**src/sv/bgs_pkg.sv**
```systemverilog
`timescale 1ns / 1ps
package bgs_pkg;

  localparam int SRC_MAX_W_DEF = 128;
  localparam int SRC_MAX_H_DEF = 64;
  localparam int DST_MAX_W_DEF = 256;
  localparam int DST_MAX_H_DEF = 256;
  localparam int FRAC_BITS_DEF = 8;

  localparam int CFG_DATA_W = 9;
  localparam int CFG_IDX_W  = 3;
  localparam int DEN_W      = 9;

  localparam logic [7:0] WHITE      = 8'd255;
  localparam logic [7:0] THRESH_RST = 8'd160;

  typedef enum logic [CFG_IDX_W-1:0] {
    CFG_SRC_WIDTH  = 3'd0,
    CFG_SRC_HEIGHT = 3'd1,
    CFG_DST_WIDTH  = 3'd2,
    CFG_DST_HEIGHT = 3'd3,
    CFG_THRESHOLD  = 3'd4
  } cfg_idx_t;

  typedef enum logic {
    OP_LOAD    = 1'b0,
    OP_COMPUTE = 1'b1
  } op_t;

  typedef struct packed {
    op_t        op;
    logic [7:0] cx;
    logic [7:0] cy;
    logic [7:0] pix;
  } item_t;

endpackage

```
**src/sv/bgs_blend.sv**
```systemverilog
`timescale 1ns / 1ps
module bgs_blend #(
  parameter int FRAC_BITS = bgs_pkg::FRAC_BITS_DEF
) (
  input  logic                 clk,
  input  logic                 rst,
  input  logic                 en,
  input  logic                 in_valid,
  input  bgs_pkg::item_t       in_item,
  input  logic [7:0]           nb [4],
  input  logic [FRAC_BITS-1:0] xf,
  input  logic [FRAC_BITS-1:0] yf,
  input  logic [7:0]           thresh,
  output logic                 out_valid,
  output logic [7:0]           pixel,
  output logic [7:0]           px,
  output logic [7:0]           py
);

  localparam int BW = 8 + FRAC_BITS + 1;
  localparam logic [FRAC_BITS:0] ONE = (FRAC_BITS+1)'(1) << FRAC_BITS;

  function automatic logic [7:0] mix(input logic [7:0] a, input logic [7:0] b,
                                     input logic [FRAC_BITS-1:0] f);
    logic [BW-1:0] s;
    s = BW'(a) * BW'(ONE - {1'b0, f}) + BW'(b) * BW'(f);
    return 8'(s >> FRAC_BITS);
  endfunction

  logic                 h_valid;
  bgs_pkg::item_t       h_item;
  logic [7:0]           c0, c1;
  logic [FRAC_BITS-1:0] h_yf;
  logic [7:0]           c;

  always_ff @(posedge clk) begin
    if (rst) begin
      h_valid   <= 1'b0;
      out_valid <= 1'b0;
    end else if (en) begin
      h_valid   <= in_valid;
      out_valid <= h_valid && (h_item.op == bgs_pkg::OP_COMPUTE);
    end
  end

  // horizontal pass
  always_ff @(posedge clk) begin
    if (en) begin
      h_item <= in_item;
      c0     <= mix(nb[0], nb[1], xf);
      c1     <= mix(nb[2], nb[3], xf);
      h_yf   <= yf;
    end
  end

  assign c = mix(c0, c1, h_yf);

  // vertical pass and threshold
  always_ff @(posedge clk) begin
    if (en) begin
      pixel <= (c > thresh) ? bgs_pkg::WHITE : c;
      px    <= h_item.cx;
      py    <= h_item.cy;
    end
  end

endmodule

```
**config.mk**
```make
export PLATFORM = sky130hd
export DESIGN_NAME = bgs_blend
export DESIGN_NICKNAME = d
export VERILOG_FILES = /design/src/sv/bgs_pkg.sv /design/src/sv/bgs_blend.sv
export SDC_FILE = /design/constraint.sdc
export NUM_CORES = 1
export LEC_CHECK = 0
export BUFFER_PORTS_ARGS = -buffer_cell sky130_fd_sc_hd__buf_2
export CAP_MARGIN = 20
export CORE_ASPECT_RATIO = 0.7
export CORE_MARGIN = 4
export CORE_UTILIZATION = 50
export DETAILED_ROUTE_END_ITERATION = 7
export MAX_ROUTING_LAYER = met4
export PLACE_DENSITY = 0.68
export SYNTH_ARGS = -nofsm -noshare
export SYNTH_HDL_FRONTEND = slang
export SYNTH_SLANG_ARGS = --single-unit
```
**constraint.sdc**
```tcl
create_clock -name clk -period 15.2 [get_ports clk]
set_clock_uncertainty 0.1 [all_clocks]
set_input_delay 0.76 -clock clk [delete_from_list [all_inputs] [get_ports clk]]
set_output_delay 0.76 -clock clk [all_outputs]
set_load 0.01 [all_outputs]
```
==> run metrics <==
Synth Net Count=2170; mapped cell area=15500 um^2; IO Count=110; CTS tree=yes; status=finished clean; GPL Wtd Cong=0.862; number of distinct library cells after synthesis=47; Register Area=1990 um^2; Tcrit/Tclk final=59.4%; required time of the critical path=15.20 ns; Layout area overhead=8.05%; antenna violations before repair=0; Setup Fix Bufs, Post-CTS=0; CP top delay family=adder cells; Fin Hold WS=0.319 ns; Setup WS post-layout=6.16 ns; min cycle time layout=9.04 ns; RSZ-0062 raised after global routing=no; R2R depth=28; slowest CP cell=edfxtp_1; CTS HTree Levels=3; worst min path class=reg2reg; CP Launch Type=flip-flop; total gr overflow=0; Vias=10.4k; Die H=155 um; die outline area=34000 um^2; width of the die=219 um; critical path data arrival time=9.03 ns; Crit path largest cell delay=0.64 ns; clock sinks=67; core footprint=30300 um^2; initial DRC count=528; Post-synth EDFFs=65; commonest non-fill, non-tap cell in the layout=inv_1; f_max=111 MHz; largest fanout on the critical path=17; First-pass DRT Iterations=5; FP Rows=53; Final Max Slew Viols=0; most frequent cells in the layout=inv_1, fa_1, and2_1; fin nets=2249; top_reg_cell synth=edfxtp_1; Setup TNS Final=0 ns; # setup viols final=0; final wirelength=32200 um; clk buf depth=2; Worst path depth=28; Starting Density=51.2%; Crit. End Element=flip-flop; area of the multi-input gates=11900 um^2; hold path cells=0; MaxCap Viol Count=0; sequential area share after synthesis=12.8%; clock buffer count from CTS=9; global-route wire length before repair=56500 um; GR Util All Layers=21.2%; drc violations=0; post-cts sizing count=0; Worst slew margin=40.0%; Bufs and invs on worst path=4; Syn Inst Count=1587; DP Wirelength=27100 um; syn avg cell area=9.78 um^2; worst slew pin tran=0.900 ns; layout cells sized above 1=8.32%; Fin. Hold Viols=0; filler instances=2732; Clock Latency Late Sink=0.34 ns; CTS clk-pin slew, worst paths=0.07 ns; dpl ws=6.26 ns; ys async rst share=0%; vias in the first global route=11.6k; Antenna Nets Post-Route=0; synthesized flop and latch total=67; hold_buf cts=0; pin count of the biggest net entering global routing=69; crit-path most repeated cell=fa_1; share of the synthesized area in the top cell type=38.7%; area leader, netlist=fa_1; yosys warns=0; diodes inserted=0; synth top area cells=fa_1, ha_1, edfxtp_1, and2_1, inv_1; Avg Vias per Cell=4.97; Wirelength per Cell=15.5 um; port bufs=101; WS Path Type=reg2reg; Root Buffer=clkbuf_16
[metal layers]
layer  vias up  global-route usage, %  wire (um)
met1      5244                   29.7      15300
met3        26                   2.54       1210
met5         -                      -          0
met4         0                   3.79        399
met2       192                   34.1      15300
li1       4898                      -          -
[flip-flops by register name, indices dropped and copies added (netlist names)]
signal / count
h_item: 17
c0: 8
c1: 8
h_yf: 8
pixel: 8
px: 8
py: 8
h_valid: 1
out_valid: 1
[worst reg2reg max path, delay by kind of cell (launching register included)]
family / cells / cell delay (ns)
flops: 1 / 0.64
simple gates: 4 / 0.80
fa+ha+maj: 9 / 3.60
buf+inv: 4 / 0.27
xor+xnor: 2 / 0.80
mux: 1 / 0.27
compound gates: 8 / 2.29
[area by class of cell]
cell class	count	share of cell area [%]
repair buffers	109	3.37
well taps	412	3.08
clock buffers	9	1.34
inverters	394	8.82
multi-input cells	1085	71.0
flip-flops and latches	67	11.9
clock inverters	7	0.470
[cells by family (layout without fill, tap and decap cells)]
kind of cell,after synthesis,after routing,synth area share (%)
compound gates,64,64,2.66
buf+inv,435,519,10.6
flops,67,67,12.8
mux,2,2,0.137
simple gates,465,465,15.9
fa+ha+maj,498,498,54.7
xor+xnor,56,56,3.21
[Yosys cell counts (2+ instances only)]
cell,number
a21o_1,9
a21oi_1,18
a22oi_1,2
a31oi_1,5
a41oi_1,2
and2_1,242
and2_2,4
buf_1,4
buf_2,3
clkbuf_1,33
dfxtp_1,2
edfxtp_1,65
fa_1,300
ha_1,198
inv_1,394
nand2_1,166
nand2b_1,11
nand3_1,8
nand4_1,3
nor2_1,13
nor2b_1,2
nor3_1,7
nor4_1,2
o211ai_1,6
o21ai_0,9
o21ai_1,2
o21bai_1,3
or3_1,2
xnor2_1,40
xor2_1,15
[stage by stage]
stage                     instance area, um^2  instances  utilization, %
final                                   16800       2083            55.3
after global routing                    16800       2083            55.3
after CTS                               16800       2083            55.3
after detailed placement                16500       2067            54.3
after global placement                  16500       2067            54.3
after floorplan                         15500       1587               -
[worst paths after layout]
check / start / to / slack [ns]
setup / recovery: h_yf[0] / pixel[6] / 6.16
hold / removal: h_item[10] / py[2] / 0.32
setup reg to reg: h_yf[0] / pixel[6] / 6.16
hold reg to reg: h_item[10] / py[2] / 0.32
Power is not shown: default switching activity piles up to over one toggle a cycle in this logic, so the estimate is an artifact.
