--- config.mk ---
export PLATFORM = sky130hd
export DESIGN_NAME = bgs_div
export DESIGN_NICKNAME = d
export VERILOG_FILES = /design/src/sv/bgs_div.sv
export SDC_FILE = /design/constraint.sdc
export NUM_CORES = 1
export LEC_CHECK = 0
export BUFFER_PORTS_ARGS = -buffer_cell sky130_fd_sc_hd__buf_2
export CAP_MARGIN = 20
export CORE_MARGIN = 3
export CORE_UTILIZATION = 63
export DETAILED_ROUTE_END_ITERATION = 7
export HOLD_SLACK_MARGIN = 0.15
export PLACE_DENSITY = 0.8
export SYNTH_ARGS = -nofsm -noshare
export SYNTH_HDL_FRONTEND = slang
export SYNTH_SLANG_ARGS = --single-unit
--- constraint.sdc ---
create_clock -name clk -period 4.1 [get_ports clk]
set_clock_uncertainty 0.05 [all_clocks]
set_input_delay 0.205 -clock clk [delete_from_list [all_inputs] [get_ports clk]]
set_output_delay 0.205 -clock clk [all_outputs]
set_load 0.005 [all_outputs]
--- src/sv/bgs_div.sv ---
`timescale 1ns / 1ps
module bgs_div #(
  parameter int NW = 24,
  parameter int DB = 9
) (
  input  logic          clk,
  input  logic          en,
  input  logic [NW-1:0] num,
  input  logic [DB-1:0] den,
  output logic [NW-1:0] quot
);

  logic [DB-1:0] rem [NW];
  logic [NW-1:0] nr  [NW];
  logic [NW-1:0] qr  [NW];

  // one quotient bit per stage, restoring form
  for (genvar k = 0; k < NW; k++) begin : g_stage
    logic [DB-1:0] rin;
    logic [NW-1:0] nin;
    logic [NW-1:0] qin;
    logic [DB:0]   trial;
    logic          ge;

    if (k == 0) begin : g_first
      assign rin = '0;
      assign nin = num;
      assign qin = '0;
    end else begin : g_next
      assign rin = rem[k-1];
      assign nin = nr[k-1];
      assign qin = qr[k-1];
    end

    assign trial = {rin, nin[NW-1]};
    assign ge    = trial >= {1'b0, den};

    always_ff @(posedge clk) begin
      if (en) begin
        rem[k] <= ge ? DB'(trial - {1'b0, den}) : DB'(trial);
        nr[k]  <= nin << 1;
        qr[k]  <= {qin[NW-2:0], ge};
      end
    end
  end

  assign quot = qr[NW-1];

endmodule

==> results.md, run 1 <==
* Status: finished clean
* Fin crit period at approximately 3.3 ns
* Vias at ~20k
* YS warnings at 0
* Vias in the first global route at about 20k
* R2r worst-path depth at 9
* CTS tree: built
* Largest net degree at the start of global routing at between 100 and 150
* Fin nets at 2,723
* Ranking of synthesized cells by area: edfxtp_1 (67%), ha_1 (7.5%), mux2_2 (3.3%), a21oi_1 (2.2%), xnor2_1 (2.0%)
* Global-route wire length before repair at between 90,000 and 100,000 um
* Synthesized area per cell at 15.4 um2
* Worst hold stages at 1
* ANT cells at 0
* RSZ-0062 raised after global routing: false
* PwrDens at around 690 nW/um2
* TritonCTS Buffers at 78
* Chip height at between 200 and 250 um
* CTS root buffer: clkbuf_16
* CP Class: in -> reg
* Commonest non-fill, non-tap cells in the layout: edfxtp_1 (783), ha_1 (209), a21oi_1 (152), inv_1 (115), mux2_2 (102)
* Number of max-cap violations at 0
* Worst EP required at approximately 4.4 ns
* Vias per Instance at between 5 and 6
* Clock slew at reported path FFs at approximately 0.060 ns
* Crit start category: input port
* GPL Wtd Cong at between 0.8 and 0.9
* Leading area contributor after synthesis: edfxtp_1
* Total GRT Usage at between 20% and 30%
* # IOs at 59
* Worst-Skew Late Latency at ~0.61 ns
* Detailed-route DRC error count at 0
* Commonest non-fill, non-tap cell in the layout: edfxtp_1
* Initial antenna violation count at 0
* Post-DP HPWL at approximately 39,000 um
* Crit path launch: den[3]
* Register area share after synthesis at 67.3%
* Cell variety after synth at between 60 and 70
* Fmax at approximately 300 MHz
* Most used DFF post-synth: edfxtp_1
* Total wire length at 61,900 um
* Die area at about 58,000 um2
* Worst Setup End Kind: flop
* Post-cts sizing count at 0
* Fin. Hold Viols at 0
* Initial DRC count at about 1.3k
* TNS Setup at 0 ns
* CP max FO at 14
* Area delta synth->final at 12.1%
* Clock Sink Count at about 800
* Final Max Slew Viols at 0
* Worst VDD drop at approximately 0.00044 V
* H-tree depth at 3
* Synthesized area at roughly 35,000 um2
* Placeable Area at ~54,000 um2
* Final period util at roughly four fifths
* Chip Width at ~240 um
* Tightest Pin Transition at about 1 ns
* Min-delay src: en
* HP Class: in -> reg
* Synth Register Bits at about 780
* Port buffer count at slightly below 60
* Rows at 85
* Routed Antenna Nets at 0
* Arr. time, crit path at about 3.6 ns
* Share of the synthesized area in the top cell type at 67.3%
* Pleak at between 10 and 15 nW
* Post-Syn Nets at about 2.5k
* Synth Instances at between 2k and 2.5k
* Internal reg-to-reg setup slack at approximately 1.3 ns
* Rel. slew slack at between 30% and 40%
* Worst r2r src: nr[0][114]
* Initial Util at between 60% and 70%
* 1st-pass router iterations at 5
* Wirelength per Cell at between 15 and 20 um
* Asr flop ratio synth at 0%
* GR Overflow Total at 0
* Post-layout util at about 70%
* Post-synth EDFFs at about 800
* Layout cells sized above 1 at around 14%
* Final setup viols at 0
* Clock buffer depth at 3
-- synth_stat cells, types with 12 or more instances --
cell type / count
o32ai_1: 15
o21a_1: 54
mux2_2: 102
nor2_1: 99
a31oi_1: 14
edfxtp_1: 783
nand3_1: 29
a21oi_1: 152
mux2_4: 12
o21ai_0: 35
nand4_1: 27
a21o_1: 45
o31ai_1: 24
nor3_1: 55
o211ai_1: 41
a211o_1: 19
nor2b_1: 30
ha_1: 209
mux2i_1: 25
a21boi_0: 50
and3_1: 18
fa_1: 22
xnor2_1: 80
nand2_1: 61
inv_1: 120
-- state kept, by name, summed over array words and instances, names as in the netlist --
| signal | cells |
|---|---|
| nr | 276 |
| rem | 207 |
| qr | 300 |
-- final cells by class --
class                   instances  area, um2
well taps                     739        925
clock inverters                52        464
inverters                     131        492
flip-flops and latches        783      23500
clock buffers                  88       2010
fillers                      3421      15200
repair buffers                114        918
multi-input cells            1349      10900
-- layer usage --
| layer | wire [um] | part of all wire [%] | GRT usage (%) | up-vias |
|---|---|---|---|---|
| met5 | 0 | 0 | 0 | - |
| met4 | 2350 | 3.8 | 8.50 | 0 |
| met3 | 2770 | 4.5 | 3.54 | 178 |
| met2 | 30700 | 50 | 36.1 | 526 |
| met1 | 26100 | 42 | 27.7 | 9520 |
| li1 | - | - | - | 9304 |
-- worst max-delay path, cell delays in order --
cell	delay (ns)
dlygate4sd3_1	0.53
buf_2	0.12
clkinv_1	0.47
buf_4	0.44
ha_1	0.42
nand2_1	0.11
o211a_1	0.24
nor3b_2	0.33
or2_1	0.40
mux2_4	0.34
-- worst paths after layout --
path / end
worst max-delay path: rem[1][22]
worst min-delay path: nr[0][1]
worst max register to register: rem[0][48]
worst min register to register: qr[2][124]
-- power by group --
part	internal, W	total (W)	switching, W	leakage, nW
Sequential	0.0108	0.0116	0.000749	7.62
Clock	0.00393	0.00682	0.00289	1.21
Combinational	0.00403	0.00861	0.00459	5.62
-- stage by stage --
stage	total power (W)	std cells	hold WS [ns]	setup WS [ns]	area (um2)
6_report	0.0270	3256	0.170	0.770	39200
5_1_grt	0.0285	3256	0.209	0.608	39200
4_1_cts	0.0271	3256	0.159	0.875	39200
3_5_place_dp	0.0201	3087	0.334	0.755	36400
3_3_place_gp	0.0198	3087	0.331	0.788	36400
2_1_floorplan	0.0181	2273	0.254	0.690	35000
-- kinds of logic after synthesis --
| family | Yosys count | share of synthesized area [%] |
|---|---|---|
| buffers and inverters | 141 | 1.64 |
| adders and majority gates | 231 | 8.74 |
| and+or+nand+nor | 368 | 5.28 |
| xor gates and xnor gates | 89 | 2.23 |
| muxes | 140 | 4.55 |
| AOI/OAI and AO/OA | 521 | 10.3 |
| DFF | 783 | 67.3 |
-- timing repair --
action / 4_1_cts / 5_1_grt
hold buffers: 29 / 0
endpoints found under the hold margin: 29 / 0
buffers inserted: 0 / 0
(Power assumes the default switching activity.)
==> run 2: changes to the inputs <==
ABC_AREA = 1   (was unset)
clock period = 3.1 ns   (was 4.1 ns; I/O delays follow)
==> run 2 against run 1 <==
Effect of this change:
- first-iteration DRC count grew 37%
- critical path depth is the same
- worst setup slack lost 0.42 ns
- clock power grew 38%
==> results.md, run 2 <==
* Crit start category: input port
* Routed Antenna Nets at 0
* Synthesized area at approximately 38,000 um2
* CTS tree: built
* CTS root buffer: clkbuf_16
* Rows at just under 90
* Crit path launch: den[4]
* YS warnings at 0
* Synth Instances at ~3.4k
* TNS Setup at 0 ns
* Synth Register Bits at a little under 800
* Die area at roughly 63,000 um2
* Chip height at about 250 um
* Vias at 23.5k
* Top reg by flops: qr
* Final Max Slew Viols at 0
* Largest net degree at the start of global routing at ~100
* Global-route wire length before repair at between 100,000 and 150,000 um
* 1st-pass router iterations at 7
* Register area share after synthesis at approximately three fifths
* Layout cells sized above 1 at between 10% and 20%
* Total wire length at between 60,000 and 70,000 um
* Synthesized area per cell at between 10 and 15 um2
* Fin crit period at about 2.8 ns
* Status: finished clean
* Worst r2r src: nr[1][183]
* CP Class: in -> reg
* PwrDens at approximately 900 nW/um2
* Worst EP required at 3.41 ns
* Fin. Hold Viols at 0
* Initial DRC count at around 1.7k
* Fmax at about 360 MHz
* Chip Width at 251 um
* Arr. time, crit path at about 3.1 ns
* # IOs at roughly 60
* Post-DP HPWL at about 43,000 um
* Post-synth top cells: nand2_1 (1,025), edfxtp_1 (783), inv_1 (472)
* RSZ-0062 raised after global routing: false
* TritonCTS Buffers at 79
* Ranking of synthesized cells by area: edfxtp_1 (62%), nand2_1 (10%), ha_1 (6.9%), inv_1 (4.7%), nand3_1 (4.5%)
* CP max-delay cell: dlygate4sd3_1
* HP Class: in -> reg
* Worst VDD drop at slightly above 0.0006 V
* Post-CTS Setup Repair Bufs at 0
* Most frequent cell after synthesis: nand2_1
* Clock buffer depth at 3
* Final period util at around nine tenths
* CP max FO at 4
* GPL Wtd Cong at approximately 0.89
* Rel. slew slack at approximately three fifths
* Most frequent CP cell: dlygate4sd3_1
* ANT cells at 0
* Clock Sink Count at between 700 and 800
* Top delay family on crit path: buffers and inverters
* Min-delay src: num[1]
* Commonest non-fill, non-tap cell in the layout: nand2_1
* Area delta synth->final at 12.3%
* Cell variety after synth at 27
* Vias in the first global route at between 20k and 25k
* Initial antenna violation count at 2
* Worst-Skew Late Latency at approximately 0.63 ns
* Initial Util at between 60% and 70%
* Asr flop ratio synth at 0%
* Post-Syn Nets at between 3k and 4k
* Placeable Area at roughly 59,000 um2
* Post-synth EDFFs at about 780
* Pleak at 18.9 nW
* WP buf/inv at 6
* CP max stage delay at a little under 0.6 ns
* Wirelength per Cell at between 15 and 20 um
* Total GRT Usage at 21.7%
* Biggest regs: qr (300), nr (276), rem (207)
* Post-layout util at a little under three quarters
* Clock slew at reported path FFs at approximately 0.06 ns
* CP Cell Sequence: dlygate4sd3_1, buf_2, nor3_1, dlygate4sd3_1, o2111ai_1, buf_4, nand2_1, dlygate4sd3_1, o21ai_0, dlygate4sd3_1
* Final setup viols at 0
* Port buffer count at just under 60
* Most used DFF post-synth: edfxtp_1
* Number of max-cap violations at 0
* Fin nets at 3,879
* H-tree depth at 3
* Tightest Pin Transition at 0.583 ns
* Max reg flops at 300
* GR Overflow Total at 0
* Leading area contributor after synthesis: edfxtp_1
* Commonest non-fill, non-tap cells in the layout: nand2_1 (1,025), edfxtp_1 (783), inv_1 (471), nand3_1 (345), ha_1 (209)
* Share of the synthesized area in the top cell type at 61.9%
* Vias per Instance at about 5.3
* Worst Setup End Kind: flop
* Detailed-route DRC error count at 0
-- run 2: area by class of cell --
class | instances | area [um2]
clock inverters | 44 | 450
repair buffers | 126 | 1140
clock buffers | 99 | 2120
fillers | 4043 | 16700
flip-flops and latches | 783 | 23500
well taps | 773 | 967
multi-input cells | 2143 | 12600
inverters | 480 | 1800
-- run 2: cell families (layout without fill, tap and decap cells) --
kind of cell / count (synthesis) / after routing / share of synthesized area (%)
flip-flops: 783 / 783 / 61.9
buffers and inverters: 481 / 749 / 4.76
adder cells (fa/ha/maj): 231 / 231 / 8.05
AO/OA/AOI/OAI: 69 / 69 / 1.23
AND/OR/NAND/NOR: 1777 / 1777 / 22.5
XOR/XNOR: 66 / 66 / 1.52
-- run 2: report_power, final --
| part | switching (W) | internal, W |
|---|---|---|
| Combinational | 0.00852 | 0.00488 |
| Sequential | 0.00109 | 0.0144 |
| Clock | 0.00389 | 0.00552 |
| Total | 0.0135 | 0.0248 |
-- run 2: worst paths after layout --
path	to	slack (ns)	depth (start not counted)
worst max-delay path	rem[0][0]	0.35	10
worst min-delay path	nr[0][1]	0.21	2
worst max register to register	rem[2][7]	0.84	12
worst min register to register	nr[1][91]	0.35	0
-- run 2: metrics by stage --
step	hold slack [ns]	setup WS (ns)	std cells	cell area (um2)	total power, W
floorplan	0.204	0.200	3407	38000	0.0258
global placement	0.283	0.792	4272	39700	0.0284
detailed placement	0.283	0.726	4272	39700	0.0288
CTS	0.163	0.440	4448	42600	0.0384
global route	0.178	0.216	4448	42600	0.0410
finish	0.206	0.347	4448	42600	0.0383
-- run 2: repair_timing --
action	in CTS	in global routing
hold endpoints to repair	79	0
gates resized for setup	0	0
hold buffers	33	0
endpoints found under the setup margin	0	0
-- run 2: worst reg2reg max path, delay by kind of cell (launching register included) --
family        cells  cell delay (ns)
flops             1             0.44
fa+ha+maj         2             0.55
simple gates      8             0.83
buf+inv           2             0.16
-- run 2: metal layers --
metal	track usage, %	share of wire [%]
met5	0	0.040
met4	7.74	3.3
met3	3.82	5.6
met2	35.5	47
met1	29.6	44
